--- src/design/rpea_pkg.sv ---
// ----------------------------------------------------------------------------
// rpea_pkg
// Shared types, codes and constants for the radio packet energy accounting block.
// ----------------------------------------------------------------------------
package rpea_pkg;

  localparam int unsigned DATA_W = 32;

  typedef enum logic [2:0] {
    CMD_TX_HIGH  = 3'd0,
    CMD_TX_LOW   = 3'd1,
    CMD_CONNECT  = 3'd2,
    CMD_DISCONN  = 3'd3,
    CMD_SAMPLE   = 3'd4,
    CMD_SETPARAM = 3'd5,
    CMD_FLUSH    = 3'd6,
    CMD_RESTART  = 3'd7
  } cmd_t;

  localparam logic [1:0] REG_ADV_IVL = 2'd0;
  localparam logic [1:0] REG_PWR_OPT = 2'd1;
  localparam logic [1:0] REG_PKT_BUD = 2'd2;
  localparam logic [1:0] REG_SMP_BUD = 2'd3;

  localparam logic [13:0] ADV_IVL_RST = 14'd1000;
  localparam logic [31:0] PKT_BUD_RST = 32'd16200000;
  localparam logic [31:0] SMP_BUD_RST = 32'd6660000;

  typedef struct packed {
    logic [2:0]  command;
    logic [31:0] now_seconds;
    logic [11:0] interval_units;
    logic [8:0]  periph_latency;
  } in_beat_t;

  typedef struct packed {
    logic [31:0] adv_packets;
    logic [31:0] connected_packets;
    logic [31:0] connect_total;
    logic [31:0] sample_total;
    logic [7:0]  usage_percent;
    logic        is_connected;
  } out_beat_t;

  typedef enum logic [3:0] {
    ST_IDLE,
    ST_EVENT,
    ST_EST_MUL,
    ST_EST_DIV,
    ST_EST_WAIT,
    ST_SCL_DIV,
    ST_SCL_WAIT,
    ST_EST_ADD,
    ST_PKT_DIV,
    ST_PKT_WAIT,
    ST_PKT_DIV2,
    ST_PKT_WAIT2,
    ST_SMP_DIV,
    ST_SMP_WAIT,
    ST_SMP_DIV2,
    ST_SMP_WAIT2
  } state_t;

  // Operand selections for the divider.
  typedef enum logic [2:0] {
    DSEL_EST,
    DSEL_PKT,
    DSEL_PKT2,
    DSEL_SMP,
    DSEL_SMP2
  } dsel_t;

  typedef struct packed {
    logic  ev_load;
    logic  ev_apply;
    logic  est_mul;
    logic  div_start;
    dsel_t div_sel;
    logic  est_take_q;
    logic  scl_take_q;
    logic  scl_mul;
    logic  scl_load;
    logic  est_add;
    logic  term_take;
    logic  term_zero;
    logic  out_load;
  } ctrl_t;

  typedef struct packed {
    logic div_done;
    logic need_est;
    logic est_valid;
    logic scale_on;
    logic pkt_nz;
    logic smp_nz;
    logic q_zero;
  } stat_t;

endpackage

--- src/design/rpea_div.sv ---
// ----------------------------------------------------------------------------
// rpea_div
// Radix-2 restoring divider, one quotient bit per cycle.
// ----------------------------------------------------------------------------
module rpea_div import rpea_pkg::*; #(
  parameter int unsigned W = DATA_W
) (
  input  logic         clk,
  input  logic         rst_n,
  input  logic         start,
  input  logic [W-1:0] dividend,
  input  logic [W-1:0] divisor,
  output logic         done,
  output logic [W-1:0] quotient
);
  localparam int unsigned CW = $clog2(W + 1);

  logic [W-1:0]  q_r, q_nxt, d_r, d_nxt;
  logic [W:0]    rem_r, rem_nxt;
  logic [CW-1:0] cnt_r, cnt_nxt;
  logic          busy_r, busy_nxt, done_r, done_nxt;
  logic [W:0]    trial;

  always_comb begin
    q_nxt    = q_r;
    d_nxt    = d_r;
    rem_nxt  = rem_r;
    cnt_nxt  = cnt_r;
    busy_nxt = busy_r;
    done_nxt = 1'b0;
    trial    = {rem_r[W-1:0], q_r[W-1]};
    if (start) begin
      q_nxt    = dividend;
      d_nxt    = divisor;
      rem_nxt  = '0;
      cnt_nxt  = CW'(W);
      busy_nxt = 1'b1;
    end else if (busy_r) begin
      if (trial >= {1'b0, d_r}) begin
        rem_nxt = trial - {1'b0, d_r};
        q_nxt   = {q_r[W-2:0], 1'b1};
      end else begin
        rem_nxt = trial;
        q_nxt   = {q_r[W-2:0], 1'b0};
      end
      cnt_nxt = cnt_r - 1'b1;
      if (cnt_r == CW'(1)) begin
        busy_nxt = 1'b0;
        done_nxt = 1'b1;
      end
    end
  end

  always_ff @(posedge clk) begin
    if (!rst_n) begin
      busy_r <= 1'b0;
      done_r <= 1'b0;
      cnt_r  <= '0;
    end else begin
      busy_r <= busy_nxt;
      done_r <= done_nxt;
      cnt_r  <= cnt_nxt;
    end
    q_r   <= q_nxt;
    d_r   <= d_nxt;
    rem_r <= rem_nxt;
  end

  assign done     = done_r;
  assign quotient = q_r;
endmodule

--- src/design/rpea_datapath.sv ---
// ----------------------------------------------------------------------------
// rpea_datapath
// Event state, counters, estimate arithmetic and usage percent.
// ----------------------------------------------------------------------------
module rpea_datapath import rpea_pkg::*; (
  input  logic        clk,
  input  logic        rst_n,
  input  ctrl_t       ctrl,
  output stat_t       stat,
  input  in_beat_t    in_beat,
  input  logic [13:0] adv_ivl,
  input  logic        pwr_opt,
  input  logic [31:0] pkt_bud,
  input  logic [31:0] smp_bud,
  output out_beat_t   out_beat
);
  in_beat_t    ev_r;
  logic [31:0] last_r, adv_r, conn_r, cev_r, smp_r;
  logic        conn_f_r, txh_r;
  logic [11:0] ivl_r;
  logic [8:0]  lat_r;
  logic [31:0] prod_r, dvs_r, n_r, scl_p_r;
  logic [7:0]  pct_r;
  out_beat_t   out_r;

  logic [31:0] dv_a, dv_b, quo;
  logic        ddone;
  logic [31:0] elapsed, pkt_sum;
  logic        scale_on;
  logic [63:0] scl_prod;

  assign elapsed  = ev_r.now_seconds - last_r;
  assign pkt_sum  = adv_r + conn_r;
  assign scale_on = pwr_opt & txh_r;
  // divide by 10 as multiply by ceil(2^35/10), shift by 35
  assign scl_prod = {32'd0, scl_p_r} * 64'h0000_0000_CCCC_CCCD;

  always_comb begin
    case (ctrl.div_sel)
      DSEL_EST:   begin dv_a = prod_r;  dv_b = dvs_r; end
      DSEL_PKT:   begin dv_a = pkt_bud; dv_b = pkt_sum; end
      DSEL_SMP:   begin dv_a = smp_bud; dv_b = smp_r; end
      default:    begin dv_a = 32'd100; dv_b = n_r; end
    endcase
  end

  rpea_div #(.W(DATA_W)) u_div (
    .clk(clk), .rst_n(rst_n), .start(ctrl.div_start),
    .dividend(dv_a), .divisor(dv_b), .done(ddone), .quotient(quo)
  );

  always_comb begin
    stat.div_done = ddone;
    stat.scale_on = scale_on;
    stat.pkt_nz   = pkt_sum != '0;
    stat.smp_nz   = smp_r != '0;
    stat.q_zero   = quo == '0;
    stat.est_valid = conn_f_r ? (ivl_r != '0) : (adv_ivl != '0);
    case (cmd_t'(ev_r.command))
      CMD_TX_HIGH: stat.need_est = pwr_opt & ~txh_r;
      CMD_TX_LOW:  stat.need_est = pwr_opt & txh_r;
      CMD_CONNECT, CMD_DISCONN, CMD_FLUSH: stat.need_est = 1'b1;
      default:     stat.need_est = 1'b0;
    endcase
  end

  always_ff @(posedge clk) begin
    if (!rst_n) begin
      last_r <= '0; adv_r <= '0; conn_r <= '0; cev_r <= '0; smp_r <= '0;
      conn_f_r <= 1'b0; txh_r <= 1'b0; ivl_r <= '0; lat_r <= '0;
    end else begin
      if (ctrl.est_add) begin
        if (stat.est_valid) begin
          if (conn_f_r) conn_r <= conn_r + n_r;
          else          adv_r  <= adv_r + n_r;
        end
        last_r <= ev_r.now_seconds;
      end
      if (ctrl.ev_apply) begin
        case (cmd_t'(ev_r.command))
          CMD_TX_HIGH: if (pwr_opt) txh_r <= 1'b1;
          CMD_TX_LOW:  if (pwr_opt) txh_r <= 1'b0;
          CMD_CONNECT: begin
            cev_r    <= cev_r + 32'd1;
            conn_r   <= conn_r + (scale_on ? 32'd55 : 32'd50);
            conn_f_r <= 1'b1;
          end
          CMD_DISCONN: begin
            conn_f_r <= 1'b0; ivl_r <= '0; lat_r <= '0;
          end
          CMD_SAMPLE:   smp_r <= smp_r + 32'd1;
          CMD_SETPARAM: begin
            ivl_r <= ev_r.interval_units; lat_r <= ev_r.periph_latency;
          end
          CMD_RESTART: begin
            adv_r <= '0; conn_r <= '0; cev_r <= '0; smp_r <= '0;
            last_r <= ev_r.now_seconds;
          end
          default: ;
        endcase
      end
    end
    if (ctrl.ev_load) ev_r <= in_beat;
    if (ctrl.est_mul) begin
      prod_r <= conn_f_r ? elapsed * 32'd800 : elapsed * 32'd1000;
      dvs_r  <= conn_f_r ? {20'd0, ivl_r} * ({23'd0, lat_r} + 32'd1)
                         : {18'd0, adv_ivl};
    end
    if (ctrl.scl_mul) scl_p_r <= n_r * 32'd11;
    if (ctrl.scl_load) n_r <= {3'd0, scl_prod[63:35]};
    else if (ctrl.est_take_q || ctrl.scl_take_q) n_r <= quo;
    if (ctrl.ev_load) pct_r <= '0;
    else if (ctrl.term_zero) pct_r <= pct_r + 8'd100;
    else if (ctrl.term_take) pct_r <= pct_r + quo[7:0];
    if (ctrl.out_load) begin
      out_r.adv_packets       <= adv_r;
      out_r.connected_packets <= conn_r;
      out_r.connect_total     <= cev_r;
      out_r.sample_total      <= smp_r;
      out_r.usage_percent     <= pct_r;
      out_r.is_connected      <= conn_f_r;
    end
  end

  assign out_beat = out_r;
endmodule

--- src/design/rpea_ctrl.sv ---
// ----------------------------------------------------------------------------
// rpea_ctrl
// Sequencer for one event: estimate, apply, usage terms, result beat.
// ----------------------------------------------------------------------------
module rpea_ctrl import rpea_pkg::*; (
  input  logic  clk,
  input  logic  rst_n,
  input  logic  in_valid,
  output logic  in_stall,
  output logic  out_valid,
  input  logic  out_stall,
  input  stat_t stat,
  output ctrl_t ctrl
);
  state_t st_r, st_nxt;
  logic   ov_r, ov_nxt;
  logic   done_gate, sdone_r, sdone_nxt;

  always_ff @(posedge clk) begin
    if (!rst_n) begin
      st_r <= ST_IDLE;
      ov_r <= 1'b0;
    end else begin
      st_r <= st_nxt;
      ov_r <= ov_nxt;
    end
  end

  always_comb begin
    st_nxt   = st_r;
    ctrl     = '0;
    ctrl.div_sel = DSEL_EST;
    ov_nxt   = ov_r & out_stall;
    in_stall = (st_r != ST_IDLE);
    case (st_r)
      ST_IDLE: if (in_valid) begin
        ctrl.ev_load = 1'b1;
        st_nxt = ST_EVENT;
      end
      ST_EVENT: begin
        ctrl.est_mul = 1'b1;
        st_nxt = (stat.need_est && stat.est_valid) ? ST_EST_MUL : ST_EST_ADD;
      end
      ST_EST_MUL: begin
        ctrl.div_start = 1'b1; ctrl.div_sel = DSEL_EST; st_nxt = ST_EST_WAIT;
      end
      ST_EST_WAIT: if (stat.div_done) begin
        ctrl.est_take_q = 1'b1;
        st_nxt = stat.scale_on ? ST_SCL_DIV : ST_EST_DIV;
      end
      ST_SCL_DIV: begin
        ctrl.scl_mul = 1'b1; st_nxt = ST_SCL_WAIT;
      end
      ST_SCL_WAIT: begin
        ctrl.scl_load = 1'b1; st_nxt = ST_EST_DIV;
      end
      ST_EST_DIV: begin
        ctrl.est_add = 1'b1; st_nxt = ST_EST_ADD;
      end
      ST_EST_ADD: begin
        ctrl.est_add = stat.need_est & ~stat.est_valid;
        ctrl.ev_apply = 1'b1; st_nxt = ST_PKT_DIV;
      end
      ST_PKT_DIV: begin
        if (stat.pkt_nz) begin
          ctrl.div_start = 1'b1; ctrl.div_sel = DSEL_PKT; st_nxt = ST_PKT_WAIT;
        end else st_nxt = ST_SMP_DIV;
      end
      ST_PKT_WAIT: if (stat.div_done) begin
        if (stat.q_zero) begin
          ctrl.term_zero = 1'b1; st_nxt = ST_SMP_DIV;
        end else begin
          ctrl.scl_take_q = 1'b1; st_nxt = ST_PKT_DIV2;
        end
      end
      ST_PKT_DIV2: begin
        ctrl.div_start = 1'b1; ctrl.div_sel = DSEL_PKT2; st_nxt = ST_PKT_WAIT2;
      end
      ST_PKT_WAIT2: if (stat.div_done) begin
        ctrl.term_take = 1'b1; st_nxt = ST_SMP_DIV;
      end
      ST_SMP_DIV: begin
        if (stat.smp_nz) begin
          ctrl.div_start = 1'b1; ctrl.div_sel = DSEL_SMP; st_nxt = ST_SMP_WAIT;
        end else if (!ov_r || !out_stall) begin
          ctrl.out_load = 1'b1; ov_nxt = 1'b1; st_nxt = ST_IDLE;
        end
      end
      ST_SMP_WAIT: if (stat.div_done) begin
        if (stat.q_zero) begin
          ctrl.term_zero = 1'b1; st_nxt = ST_SMP_WAIT2;
        end else begin
          ctrl.scl_take_q = 1'b1; st_nxt = ST_SMP_DIV2;
        end
      end
      ST_SMP_DIV2: begin
        ctrl.div_start = 1'b1; ctrl.div_sel = DSEL_SMP2; st_nxt = ST_SMP_WAIT2;
      end
      ST_SMP_WAIT2: begin
        if (stat.div_done) begin
          ctrl.term_take = 1'b1;
          st_nxt = ST_SMP_WAIT2;
        end
      end
      default: st_nxt = ST_IDLE;
    endcase
    // Final hand-off, shared by both sample-term endings.
    if (st_r == ST_SMP_WAIT2 && !ctrl.term_take && done_gate) begin
      if (!ov_r || !out_stall) begin
        ctrl.out_load = 1'b1; ov_nxt = 1'b1; st_nxt = ST_IDLE;
      end
    end
  end

  // Gate for the last state: a term already added, or the zero term seen.
  always_comb begin
    sdone_nxt = sdone_r;
    if (st_r == ST_SMP_WAIT && stat.div_done && stat.q_zero) sdone_nxt = 1'b1;
    if (st_r == ST_SMP_WAIT2 && stat.div_done) sdone_nxt = 1'b1;
    if (st_r == ST_IDLE) sdone_nxt = 1'b0;
  end
  assign done_gate = sdone_r;

  always_ff @(posedge clk) begin
    if (!rst_n) sdone_r <= 1'b0;
    else        sdone_r <= sdone_nxt;
  end

  assign out_valid = ov_r;
endmodule

--- src/design/radio_packet_energy_accounting_top.sv ---
// ----------------------------------------------------------------------------
// radio_packet_energy_accounting_top
// Radio event packet estimation and battery usage accounting.
//
//  channel | ports                         | beat
//  input   | in_valid/in_stall/in_beat     | in_beat_t
//  output  | out_valid/out_stall/out_beat  | out_beat_t
//  config  | cfg_psel..cfg_prdata (APB)    | 32-bit register
//
// One event uses up to five passes of the single shared serial divider
// (estimate, two per usage term), plus an 11/10 scale by reciprocal multiply.
// Synchronous active-low reset; no clearing pass. A waiting result beat is
// held in the output register; the next event may run, but its result waits
// for out_stall to drop.
// ----------------------------------------------------------------------------
module radio_packet_energy_accounting_top import rpea_pkg::*; (
  input  logic        clk,
  input  logic        rst_n,
  input  logic        in_valid,
  output logic        in_stall,
  input  in_beat_t    in_beat,
  output logic        out_valid,
  input  logic        out_stall,
  output out_beat_t   out_beat,
  input  logic        cfg_psel,
  input  logic        cfg_penable,
  input  logic        cfg_pwrite,
  input  logic [3:0]  cfg_paddr,
  input  logic [31:0] cfg_pwdata,
  output logic [31:0] cfg_prdata,
  output logic        cfg_pready
);
  logic [13:0] adv_ivl_r;
  logic        pwr_opt_r;
  logic [31:0] pkt_bud_r, smp_bud_r;
  logic [1:0]  ridx;
  logic        wr;
  ctrl_t       ctrl;
  stat_t       stat;

  assign ridx       = cfg_paddr[3:2];
  assign wr         = cfg_psel & cfg_penable & cfg_pwrite;
  assign cfg_pready = 1'b1;

  always_ff @(posedge clk) begin
    if (!rst_n) begin
      adv_ivl_r <= ADV_IVL_RST;
      pwr_opt_r <= 1'b0;
      pkt_bud_r <= PKT_BUD_RST;
      smp_bud_r <= SMP_BUD_RST;
    end else if (wr) begin
      case (ridx)
        REG_ADV_IVL: adv_ivl_r <= cfg_pwdata[13:0];
        REG_PWR_OPT: pwr_opt_r <= cfg_pwdata[0];
        REG_PKT_BUD: pkt_bud_r <= cfg_pwdata;
        REG_SMP_BUD: smp_bud_r <= cfg_pwdata;
        default: ;
      endcase
    end
  end

  always_comb begin
    case (ridx)
      REG_ADV_IVL: cfg_prdata = {18'd0, adv_ivl_r};
      REG_PWR_OPT: cfg_prdata = {31'd0, pwr_opt_r};
      REG_PKT_BUD: cfg_prdata = pkt_bud_r;
      default:     cfg_prdata = smp_bud_r;
    endcase
  end

  rpea_ctrl u_ctrl (
    .clk(clk), .rst_n(rst_n), .in_valid(in_valid), .in_stall(in_stall),
    .out_valid(out_valid), .out_stall(out_stall), .stat(stat), .ctrl(ctrl)
  );

  rpea_datapath u_dp (
    .clk(clk), .rst_n(rst_n), .ctrl(ctrl), .stat(stat), .in_beat(in_beat),
    .adv_ivl(adv_ivl_r), .pwr_opt(pwr_opt_r), .pkt_bud(pkt_bud_r),
    .smp_bud(smp_bud_r), .out_beat(out_beat)
  );

`ifndef SYNTHESIS
  a_out_hold: assert property (@(posedge clk) disable iff (!rst_n)
    out_valid && out_stall |=> out_valid && $stable(out_beat))
    else $error("result beat changed while stalled");
  a_pct_range: assert property (@(posedge clk) disable iff (!rst_n)
    out_valid |-> out_beat.usage_percent <= 8'd200)
    else $error("usage percent out of range");
  a_one_load: assert property (@(posedge clk) disable iff (!rst_n)
    ctrl.out_load |-> !ctrl.ev_load)
    else $error("load and accept collide");
`endif
endmodule
--- config.mk ---
export PLATFORM = sky130hd
export DESIGN_NAME = radio_packet_energy_accounting_top
export DESIGN_NICKNAME = d
export VERILOG_FILES = /design/src/design/rpea_pkg.sv /design/src/design/rpea_div.sv /design/src/design/rpea_datapath.sv /design/src/design/rpea_ctrl.sv /design/src/design/radio_packet_energy_accounting_top.sv
export SDC_FILE = /design/constraint.sdc
export NUM_CORES = 2
export LEC_CHECK = 0
export ABC_CLOCK_PERIOD_IN_PS = 14300
export BUFFER_PORTS_ARGS = -buffer_cell sky130_fd_sc_hd__clkbuf_2
export CORE_MARGIN = 5
export CORE_UTILIZATION = 65
export DETAILED_ROUTE_END_ITERATION = 8
export HOLD_SLACK_MARGIN = 0.05
export PLACE_DENSITY = 0.83
export SLEW_MARGIN = 20
export SYNTH_ARGS = -nofsm -noshare
export SYNTH_HDL_FRONTEND = slang
export SYNTH_HIERARCHICAL = 1
export SYNTH_SLANG_ARGS = --single-unit
--- constraint.sdc ---
create_clock -name clk -period 14.3 [get_ports clk]
set_clock_uncertainty 0.1 [all_clocks]
set_input_delay 1.43 -clock clk [delete_from_list [all_inputs] [get_ports clk]]
set_output_delay 1.43 -clock clk [all_outputs]
set_load 0.05 [all_outputs]
==> results.json <==
{
  "layout-drive-gt1-share": 0.0850,
  "htree_levels": 3,
  "worst_path_max_delay_cell": "nor4_1",
  "drt-pass1-iter-count": 9,
  "die_h_um": 328,
  "synth.avg_cell_area_um2": 9.52,
  "p_leak_nw": 32.6,
  "setup_tns_ns": 0,
  "reg2reg_from": "u_dp/scl_p_r[2]",
  "place_area_um2": 68000,
  "hold_buffers": 0,
  "cts_tree": "done",
  "start_kind": "register",
  "critPathTopFamily": "adder cells",
  "path_max_fanout": 7,
  "drtIter0Drc": 4789,
  "routed_wl_um": 180000,
  "synth_edf_count": 366,
  "drt.antenna.violating_nets": 0,
  "hold_viol": 0,
  "crit_path_end_kind": "register",
  "synth_top_cell_area_share": 0.184,
  "viasPerCell": 6.04,
  "synthFlopType": "edfxtp_1",
  "relSlewSlack": 0.179,
  "fin_ws_ns": 4.44,
  "nNetsFinal": 8501,
  "swShare": 0.416,
  "yosys_warnings": 6,
  "seqCellArea_um2": 17300,
  "path_common_cell": "fa_1",
  "synth_largest_area_cell": "fa_1",
  "num_antenna_cells": 0,
  "seq_power_share": 0.247,
  "fillCellCount": 7383,
  "p_per_area_nw_per_um2": 139,
  "synth_async_sr_flop_share": 0,
  "max_stage_delay_ns": 1.05,
  "required_ns": 14.60,
  "worstMarginPinSlew_ns": 1.22,
  "criticalPathCategory": "register to register",
  "intPower_mw": 5.74,
  "multi_input_area_um2": 42900,
  "gp_congestion": 1.02,
  "post_cts_buffers": 0,
  "overflow": 0,
  "r2r_setup_slack_ns": 4.44,
  "die_area_um2": 107000,
  "min_from": "u_dp/last_r[11]",
  "synth-seq-area-share": 0.264,
  "crit_buf_inv": 2,
  "io_pins": 271,
  "final_area_um2": 70500,
  "rsz0062_at_grt": "no",
  "status": "completed",
  "io_buffers": 264,
  "synth_nets": 8333,
  "fin_crit_sh": 0.690,
  "initial_core_util": 0.656,
  "syn_inst": 6898,
  "antenna_found_initial": 4,
  "place_ws_ns": 4.65,
  "grt_pass1_vias": 51400,
  "die_w_um": 328,
  "regToRegEndpoint": "u_dp/n_r[26]",
  "numCtsBuffers": 74,
  "ctsResizeCount": 0,
  "cts.sinks": 682,
  "critical_path.cell_chain": "ha_1 > xor2_1 > a21o_1 > fa_1 > fa_1 > fa_1 > fa_1 > fa_1 > inv_1 > fa_1 > inv_1 > ha_1 > nand4_1 > nor4_1 > a21boi_0 > a211oi_1 > a211oi_2 > o211ai_1 > a21oi_2 > a21oi_2 > xnor2_1 > mux2_2",
  "syn_area_um2": 65700,
  "ys_ff_latch": 682,
  "arrival_ns": 10.16,
  "vias": 50900,
  "clk_pin_slew_ns": 0.06,
  "yosys-top-cells-area": "fa_1 18%, edfxtp_1 17%, ha_1 14%, dfxtp_1 9.6%, inv_1 7.1%",
  "p_clk_frac": 0.197,
  "maxSlewViolCount": 0,
  "ff2ff_path_depth": 22,
  "grt_max_degree": 103,
  "core_um2": 100000,
  "syn_to_final_growth_pct": 7.42,
  "rows": 116,
  "finalSetupViolCount": 0,
  "dpl.hpwl_um": 143000,
  "grt_first_pass_wirelength_um": 282000,
  "hold_path_depth": 2,
  "clk_path_buf_depth": 3,
  "cts_root_buffer": "clkbuf_16",
  "min_to": "u_dp/last_r[11]",
  "grt_usage": 0.333,
  "wl_per_cell_um": 21.4,
  "fmax_mhz": 101,
  "power.switching_mw": 4.08,
  "hp-class": "register to register",
  "p_comb_frac": 0.556,
  "crit_cells": 22,
  "min_period_ns": 9.86,
  "maxCapViolCount": 0,
  "peakVddDrop_mv": 0.248,
  "synth.distinct_cells": 135,
  "worstSkewPairLatency_ns": 0.65,
  "drc": 0
}
## power groups by stage
stage	combinational [mW]	clock (mW)	sequential (mW)
final	5.46	1.94	2.42
after global routing	6.10	2.05	2.43
after CTS	5.40	1.96	2.42
after detailed placement	5.34	0	2.46
after global placement	5.17	0	2.46
after floorplan	4.20	0	2.43
## worst max path at each step
stage                     startpoint               end  slack (ns)
finish               u_dp/scl_p_r[2]      u_dp/n_r[26]        4.44
global route        u_dp/scl_p_r[21]      u_dp/n_r[26]        4.24
CTS                  u_dp/scl_p_r[2]      u_dp/n_r[26]        4.61
detailed placement  u_dp/scl_p_r[21]      u_dp/n_r[26]        4.65
global placement     u_dp/scl_p_r[2]      u_dp/n_r[26]        4.75
floorplan             u_dp/smp_r[21]  u_dp/out_beat[0]        6.08
## per-stage QoR
| stage | total power [mW] | utilization | cells | hold WS [ns] |
|---|---|---|---|---|
| 4_1_cts | 9.77 | 0.704 | 8426 | 0.365 |
| 5_1_grt | 10.6 | 0.704 | 8426 | 0.397 |
| 2_1_floorplan | 6.63 | - | 6898 | 0.306 |
| 3_5_place_dp | 7.80 | 0.679 | 8288 | 0.341 |
| 6_report | 9.82 | 0.704 | 8426 | 0.360 |
| 3_3_place_gp | 7.63 | 0.679 | 8288 | 0.335 |
## flip-flops by register name, summed over array words and instances, names as in the netlist, 12 cells and up
signal               count
u_dp/out_beat          137
u_dp/ev_r               53
pkt_bud_r               32
smp_bud_r               32
u_dp/adv_r              32
u_dp/cev_r              32
u_dp/conn_r             32
u_dp/n_r                32
u_dp/scl_p_r            32
u_dp/smp_r              32
u_dp/u_div/d_r          32
u_dp/u_div/quotient     32
u_dp/u_div/rem_r        32
u_dp/last_r             29
u_dp/prod_r             29
u_dp/dvs_r              22
adv_ivl_r               14
u_dp/ivl_r              12
## cell usage after synthesis, types with 19 or more instances
| cell type | count |
|---|---|
| mux2i_1 | 144 |
| xnor2_1 | 187 |
| inv_1 | 1235 |
| nand2_1 | 535 |
| a21o_1 | 132 |
| mux2_2 | 81 |
| o21bai_1 | 44 |
| nand4_1 | 46 |
| a31oi_1 | 22 |
| buf_1 | 22 |
| and3_1 | 53 |
| nor2b_1 | 117 |
| o22ai_1 | 19 |
| a21boi_0 | 40 |
| a211oi_1 | 56 |
| o21a_1 | 38 |
| nor4_1 | 26 |
| clkbuf_1 | 148 |
| o21ai_1 | 29 |
| nand2b_1 | 50 |
| and2_1 | 74 |
| dfxtp_1 | 316 |
| o21ai_0 | 261 |
| fa_1 | 603 |
| a22oi_1 | 44 |
| a21oi_1 | 343 |
| nor3_1 | 75 |
| edfxtp_1 | 366 |
| o211ai_1 | 34 |
| ha_1 | 733 |
| o31ai_1 | 22 |
| xor2_1 | 181 |
| or3_1 | 41 |
| nor2_1 | 367 |
| nand3_1 | 109 |
## metal layers
layer	vias to the layer above	track usage	wire length, µm
li1	23400	-	-
met1	24700	0.428	70300
met2	2270	0.548	83900
met3	501	0.0697	16400
met4	2	0.146	9540
met5	-	0	13
## logic make-up after synthesis
logic type,Yosys count,share of synthesized area
buf+inv,1445,0.0849
mux,228,0.0366
compound gates,1257,0.126
other cells,1,0.0000571
fa+ha+maj,1336,0.324
flops,682,0.264
simple gates,1579,0.116
xor+xnor,370,0.0497
## worst min-delay path, delay by kind of cell (launching register included)
family          cells  cell delay [ns]
flops               1             0.31
simple gates        1             0.05
compound gates      1             0.06
## placed cells by master, fill, tap and decap left out, types with 185 or more instances in the layout
master	count
o21ai_0	261
fa_1	603
edfxtp_1	366
clkbuf_2	263
inv_1	1234
dfxtp_1	315
xnor2_1	185
a21oi_1	343
nand2_1	534
nor2_1	363
ha_1	733
## layout make-up
cell class | instances | area share
clock buffers | 98 | 0.0284
clock inverters | 40 | 0.00665
inverters | 1237 | 0.0658
multi-input cells | 4771 | 0.608
flip-flops and latches | 682 | 0.246
well taps | 1298 | 0.0230
repair buffers | 300 | 0.0227
No activity file was read; power rests on OpenSTA's default activity.
